## src/sv/lcd_window_pixel_writer_unit_macros.svh

```systemverilog
`ifndef LCD_WINDOW_PIXEL_WRITER_UNIT_MACROS_SVH
`define LCD_WINDOW_PIXEL_WRITER_UNIT_MACROS_SVH

// same-cycle implication, disabled during reset
`define LCDWPW_ASSERT_NOW(lbl, clk, rst_n, ante, cons, msg) \
    lbl: assert property (@(posedge clk) disable iff (!(rst_n)) (ante) |-> (cons)) \
        else $error(msg);

// next-cycle implication, disabled during reset
`define LCDWPW_ASSERT_NEXT(lbl, clk, rst_n, ante, cons, msg) \
    lbl: assert property (@(posedge clk) disable iff (!(rst_n)) (ante) |=> (cons)) \
        else $error(msg);

`endif

```

## src/sv/lcdwpw_pkg.sv

```systemverilog
`default_nettype none

package lcdwpw_pkg;

    localparam int COORD_W    = 10;
    localparam int FIELD_W    = 9;
    localparam int PANEL_W    = 9;
    localparam int COLOR_W    = 16;
    localparam int ADDR_W     = 17;
    localparam int RGB_W      = 24;
    localparam int APB_DATA_W = 32;
    localparam int APB_ADDR_W = 3;
    localparam int PROD_W     = 2 * COORD_W;

    typedef enum logic {
        OP_SET_WINDOW = 1'b0,
        OP_PIXEL      = 1'b1
    } t_opcode;

    typedef enum logic {
        REG_PANEL_WIDTH  = 1'b0,
        REG_PANEL_HEIGHT = 1'b1
    } t_reg_idx;

    typedef logic [COORD_W-1:0] t_coord;

    typedef struct packed {
        t_opcode              opcode;
        logic [FIELD_W-1:0]   win_x;
        logic [FIELD_W-1:0]   win_y;
        logic [FIELD_W-1:0]   win_w;
        logic [FIELD_W-1:0]   win_h;
        logic [COLOR_W-1:0]   pixel_color;
    } t_cmd;

    typedef struct packed {
        t_coord col;
        t_coord row;
        t_coord left;
        t_coord top;
        t_coord right;
        t_coord bottom;
        logic   empty;
    } t_win_state;

    typedef struct packed {
        logic              write_valid;
        logic [ADDR_W-1:0] write_address;
        logic [RGB_W-1:0]  write_rgb;
    } t_wr_item;

    function automatic logic [RGB_W-1:0] widen565(input logic [COLOR_W-1:0] c);
        return {c[15:11], 3'b000, c[10:5], 2'b00, c[4:0], 3'b000};
    endfunction

endpackage

`default_nettype wire

```

## src/sv/lcdwpw_step.sv

```systemverilog
`default_nettype none

module lcdwpw_step import lcdwpw_pkg::*; #(
    parameter int MAX_SIDE = 320
) (
    input  t_cmd               i_cmd,
    input  t_win_state         i_state,
    input  logic [PANEL_W-1:0] i_panel_w,
    input  logic [PANEL_W-1:0] i_panel_h,
    output t_wr_item           o_result,
    output t_win_state         o_state
);

    localparam t_coord SIDE_MAX = t_coord'(MAX_SIDE);

    t_coord            pw;
    t_coord            ph;
    t_coord            sum_right;
    t_coord            sum_bottom;
    logic              new_empty;
    logic              in_bounds;
    logic [PROD_W-1:0] prod;
    logic [PROD_W-1:0] addr_full;

    assign pw = (t_coord'(i_panel_w) > SIDE_MAX) ? SIDE_MAX : t_coord'(i_panel_w);
    assign ph = (t_coord'(i_panel_h) > SIDE_MAX) ? SIDE_MAX : t_coord'(i_panel_h);

    assign new_empty  = (i_cmd.win_w == '0) || (i_cmd.win_h == '0);
    assign sum_right  = t_coord'(i_cmd.win_x) + t_coord'(i_cmd.win_w) - t_coord'(1);
    assign sum_bottom = t_coord'(i_cmd.win_y) + t_coord'(i_cmd.win_h) - t_coord'(1);

    assign in_bounds = !i_state.empty
                 && (i_state.col >= i_state.left) && (i_state.col <= i_state.right)
                 && (i_state.row >= i_state.top)  && (i_state.row <= i_state.bottom)
                 && (i_state.col < pw) && (i_state.row < ph);

    assign prod      = i_state.row * pw;
    assign addr_full = prod + PROD_W'(i_state.col);

    always_comb begin
        o_state  = i_state;
        o_result = '0;
        unique case (i_cmd.opcode)
            OP_SET_WINDOW: begin
                o_state.col   = t_coord'(i_cmd.win_x);
                o_state.row   = t_coord'(i_cmd.win_y);
                o_state.left  = t_coord'(i_cmd.win_x);
                o_state.top   = t_coord'(i_cmd.win_y);
                o_state.empty = new_empty;
                if (new_empty) begin
                    o_state.right  = t_coord'(i_cmd.win_x);
                    o_state.bottom = t_coord'(i_cmd.win_y);
                end else begin
                    o_state.right  = sum_right;
                    o_state.bottom = sum_bottom;
                end
            end
            OP_PIXEL: begin
                if (in_bounds) begin
                    o_result.write_valid   = 1'b1;
                    o_result.write_address = addr_full[ADDR_W-1:0];
                    o_result.write_rgb     = widen565(i_cmd.pixel_color);
                    if (i_state.col == i_state.right) begin
                        o_state.col = i_state.left;
                        if (i_state.row == i_state.bottom) begin
                            o_state.row = i_state.top;
                        end else begin
                            o_state.row = i_state.row + t_coord'(1);
                        end
                    end else begin
                        o_state.col = i_state.col + t_coord'(1);
                    end
                end
            end
        endcase
    end

endmodule

`default_nettype wire

```

## config.mk

```make
export PLATFORM = sky130hd
export DESIGN_NAME = lcdwpw_step
export DESIGN_NICKNAME = d
export VERILOG_FILES = /design/src/sv/lcd_window_pixel_writer_unit_macros.svh /design/src/sv/lcdwpw_pkg.sv /design/src/sv/lcdwpw_step.sv
export SDC_FILE = /design/constraint.sdc
export NUM_CORES = 1
export LEC_CHECK = 0
export BUFFER_PORTS_ARGS = -buffer_cell sky130_fd_sc_hd__buf_2
export CORE_MARGIN = 3
export CORE_UTILIZATION = 35
export DETAILED_ROUTE_END_ITERATION = 8
export SLEW_MARGIN = 30
export SYNTH_ARGS = -nofsm -noshare
export SYNTH_HDL_FRONTEND = slang
export SYNTH_SLANG_ARGS = --single-unit
export TNS_END_PERCENT = 100
```

## constraint.sdc

```tcl
create_clock -name vclk -period 24.9
set_input_delay 4.98 -clock vclk [all_inputs]
set_output_delay 4.98 -clock vclk [all_outputs]
set_load 0.1 [all_outputs]
```

==> flow_summary.json <==
{
  "status": "completed",
  "start_kind": "primary input",
  "postSynthCellCount": 1054,
  "met3_length_mm": 1.77,
  "required_ns": 19.92,
  "crit_top_cell": "inv_1",
  "areaGrowthSynthToFinish_pct": 17.0,
  "p_per_area_nw_per_um2": 46.9,
  "rsz0062_at_grt": "false",
  "io_pins": 235,
  "dieArea_um2": 23200,
  "worstMarginPinSlew_ns": 0.751,
  "dp_hpwl_mm": 20.2,
  "seq_cells": 0,
  "die_y_um": 152,
  "p_leak_nw": 5.04,
  "cp_slowest_cell": "a2111oi_0",
  "synth-compound-area-share_pct": 17.9,
  "grt_antenna_before_repair": 3,
  "post_cts_buffers": 0,
  "synth_cell_types": 66,
  "synth_xor_area_share_pct": 2.80,
  "synthAdderAreaFrac_pct": 39.9,
  "wl_met1_mm": 10.8,
  "synth_area_leaders": "ha_1 23%, fa_1 17%, inv_1 9.9%",
  "routed-wl-met2_mm": 11.0,
  "nets": 1569,
  "worst_hold_path_type": "in2out",
  "max_freq_ghz": 0.0610,
  "rows": 52,
  "initial_utilization_pct": 36.4,
  "grt_max_degree": 59,
  "synth_top_family_by_area": "adder cells",
  "cap_violations": 0,
  "ir_worst_vdd_mv": 0.0227,
  "grt.total_usage_pct": 19.7,
  "nClkBuffers": 0,
  "overflow": 0,
  "die_width_um": 152,
  "globalplace.congestion": 0.866,
  "vias": 7806,
  "fin_crit_ns": 16.39,
  "path_class": "in2out",
  "ys.warnings.count": 0,
  "grt_pass1_vias": 7523,
  "fin_tns_setup_ns": 0,
  "muxShareOfSynthArea_pct": 3.67,
  "path_max_fanout": 43,
  "drc": 0,
  "path_cells": "buf_2 > o21ai_2 > buf_4 > and2_1 > nand2_1 > fa_1 > inv_1 > fa_1 > inv_1 > fa_1 > inv_1 > fa_1 > inv_1 > fa_1 > inv_1 > ha_1 > a2111oi_0 > inv_1 > o2111ai_1 > a21boi_0 > o31ai_1 > mux2i_1 > a21oi_2 > buf_2",
  "hold_path_depth": 4,
  "n_fill_cell": 2227,
  "grt_pass1_wl_mm": 39.0,
  "cts_hold_buf": 0,
  "wl_mm": 23.9,
  "place_inst": 1504,
  "drive_gt1_share_pct": 20.1,
  "highest_layer": "met5",
  "finalSetupViolCount": 0,
  "end_kind": "primary output",
  "syn-mean-instance-area_um2": 7.12,
  "cts_resized": 0,
  "final_cell_count_no_fill": 1506,
  "final-max-slew-violation-count": 0,
  "max_stage_delay_ns": 0.55,
  "seq_area_um2": 0,
  "arrival_ns": 11.41,
  "avgViaCountPerCell": 5.18,
  "io_buffer_count": 227,
  "antenna_left": 0,
  "hold_violations": 0,
  "netlist_area_um2": 7500,
  "first_pass_iters": 5,
  "synth_top_area_cell": "ha_1",
  "yosysSeqAreaShare_pct": 0,
  "core_um2": 20600,
  "synth_simple_gate_area_share_pct": 21.9,
  "drtIter0Drc": 406,
  "yosys.area.top_type_share_pct": 22.9,
  "wire_per_inst_um": 15.9,
  "slew-limit-headroom_pct": 49.3,
  "min_period_over_period_pct": 65.8
}
-- worst max-delay path: cells and delay by family --
kind                     cells  cell delay [ns]
buffers and inverters        9             1.26
adder cells (fa/ha/maj)      6             2.91
AO/OA/AOI/OAI                6             1.61
AND/OR/NAND/NOR              2             0.49
multiplexers                 1             0.15
-- synth_stat cells, types with 5 or more instances --
cell type,count
o21ai_0,58
nor2_1,48
o21a_1,6
nand2_1,105
inv_1,198
nor3_1,21
o211ai_1,7
buf_4,9
a21o_1,9
mux2i_1,23
nand4_1,10
fa_1,64
nand3_1,35
xor2_1,9
a21oi_1,59
xnor2_1,15
clkbuf_1,42
and2_1,12
a211oi_1,18
o21bai_1,5
a31oi_1,5
and3_1,47
nand2b_1,11
a21boi_0,6
ha_1,137
or3_1,6
nor2b_1,15
-- metal layers --
layer	up-vias	track usage, %
li1	3904	-
met1	3629	27.4
met2	249	33.6
met3	20	2.90
met4	4	2.01
met5	-	0
-- cells in the final DEF (no fill, tap or decap), types with 18 or more instances in the layout --
cell | netlist | final
buf_2 | 3 | 226
inv_1 | 198 | 198
ha_1 | 137 | 137
nand2_1 | 105 | 105
fa_1 | 64 | 64
a21oi_1 | 59 | 59
o21ai_0 | 58 | 58
nor2_1 | 48 | 48
and3_1 | 47 | 47
nand3_1 | 35 | 35
mux2i_1 | 23 | 23
nor3_1 | 21 | 21
a211oi_1 | 18 | 18
-- worst paths after layout --
| path | from | endpoint | slack, ns |
|---|---|---|---|
| max | i_panel_w[7] | o_result[39] | 8.51 |
| min | i_state[30] | o_state[30] | 10.46 |
-- final cells by class --
class                           count  area, um2  share of cell area [%]
Tap cell                          270        338                    3.85
Antenna cell                        2       5.00                  0.0570
Inverter                          200        751                    8.56
Timing Repair Buffer              232       1180                    13.4
Multi-Input combinational cell    802       6500                    74.1
-- where the power goes --
part           internal, mW  switching, mW     total, mW
clock network  0.0000000107              0  0.0000000108
registers                 0              0             0
logic                 0.144          0.268         0.412
total                 0.144          0.268         0.412
-- through the flow --
step | area [um2] | hold WS [ns] | worst slack (ns) | power [mW] | utilization [%]
after global routing | 8770 | 10.49 | 7.99 | 0.466 | 42.5
after global placement | 8770 | 10.45 | 8.59 | 0.409 | 42.5
final | 8770 | 10.46 | 8.51 | 0.412 | 42.5
after CTS | 8770 | 10.45 | 8.52 | 0.416 | 42.5
after detailed placement | 8770 | 10.45 | 8.55 | 0.412 | 42.5
after floorplan | 7530 | 10.33 | 7.97 | 0.324 | -
-- logic make-up after synthesis --
group	count (synthesis)
compound gates	213
xor+xnor	24
fa+ha+maj	201
buf+inv	259
other cells	1
simple gates	329
mux	27
(Power assumes the default switching activity.)
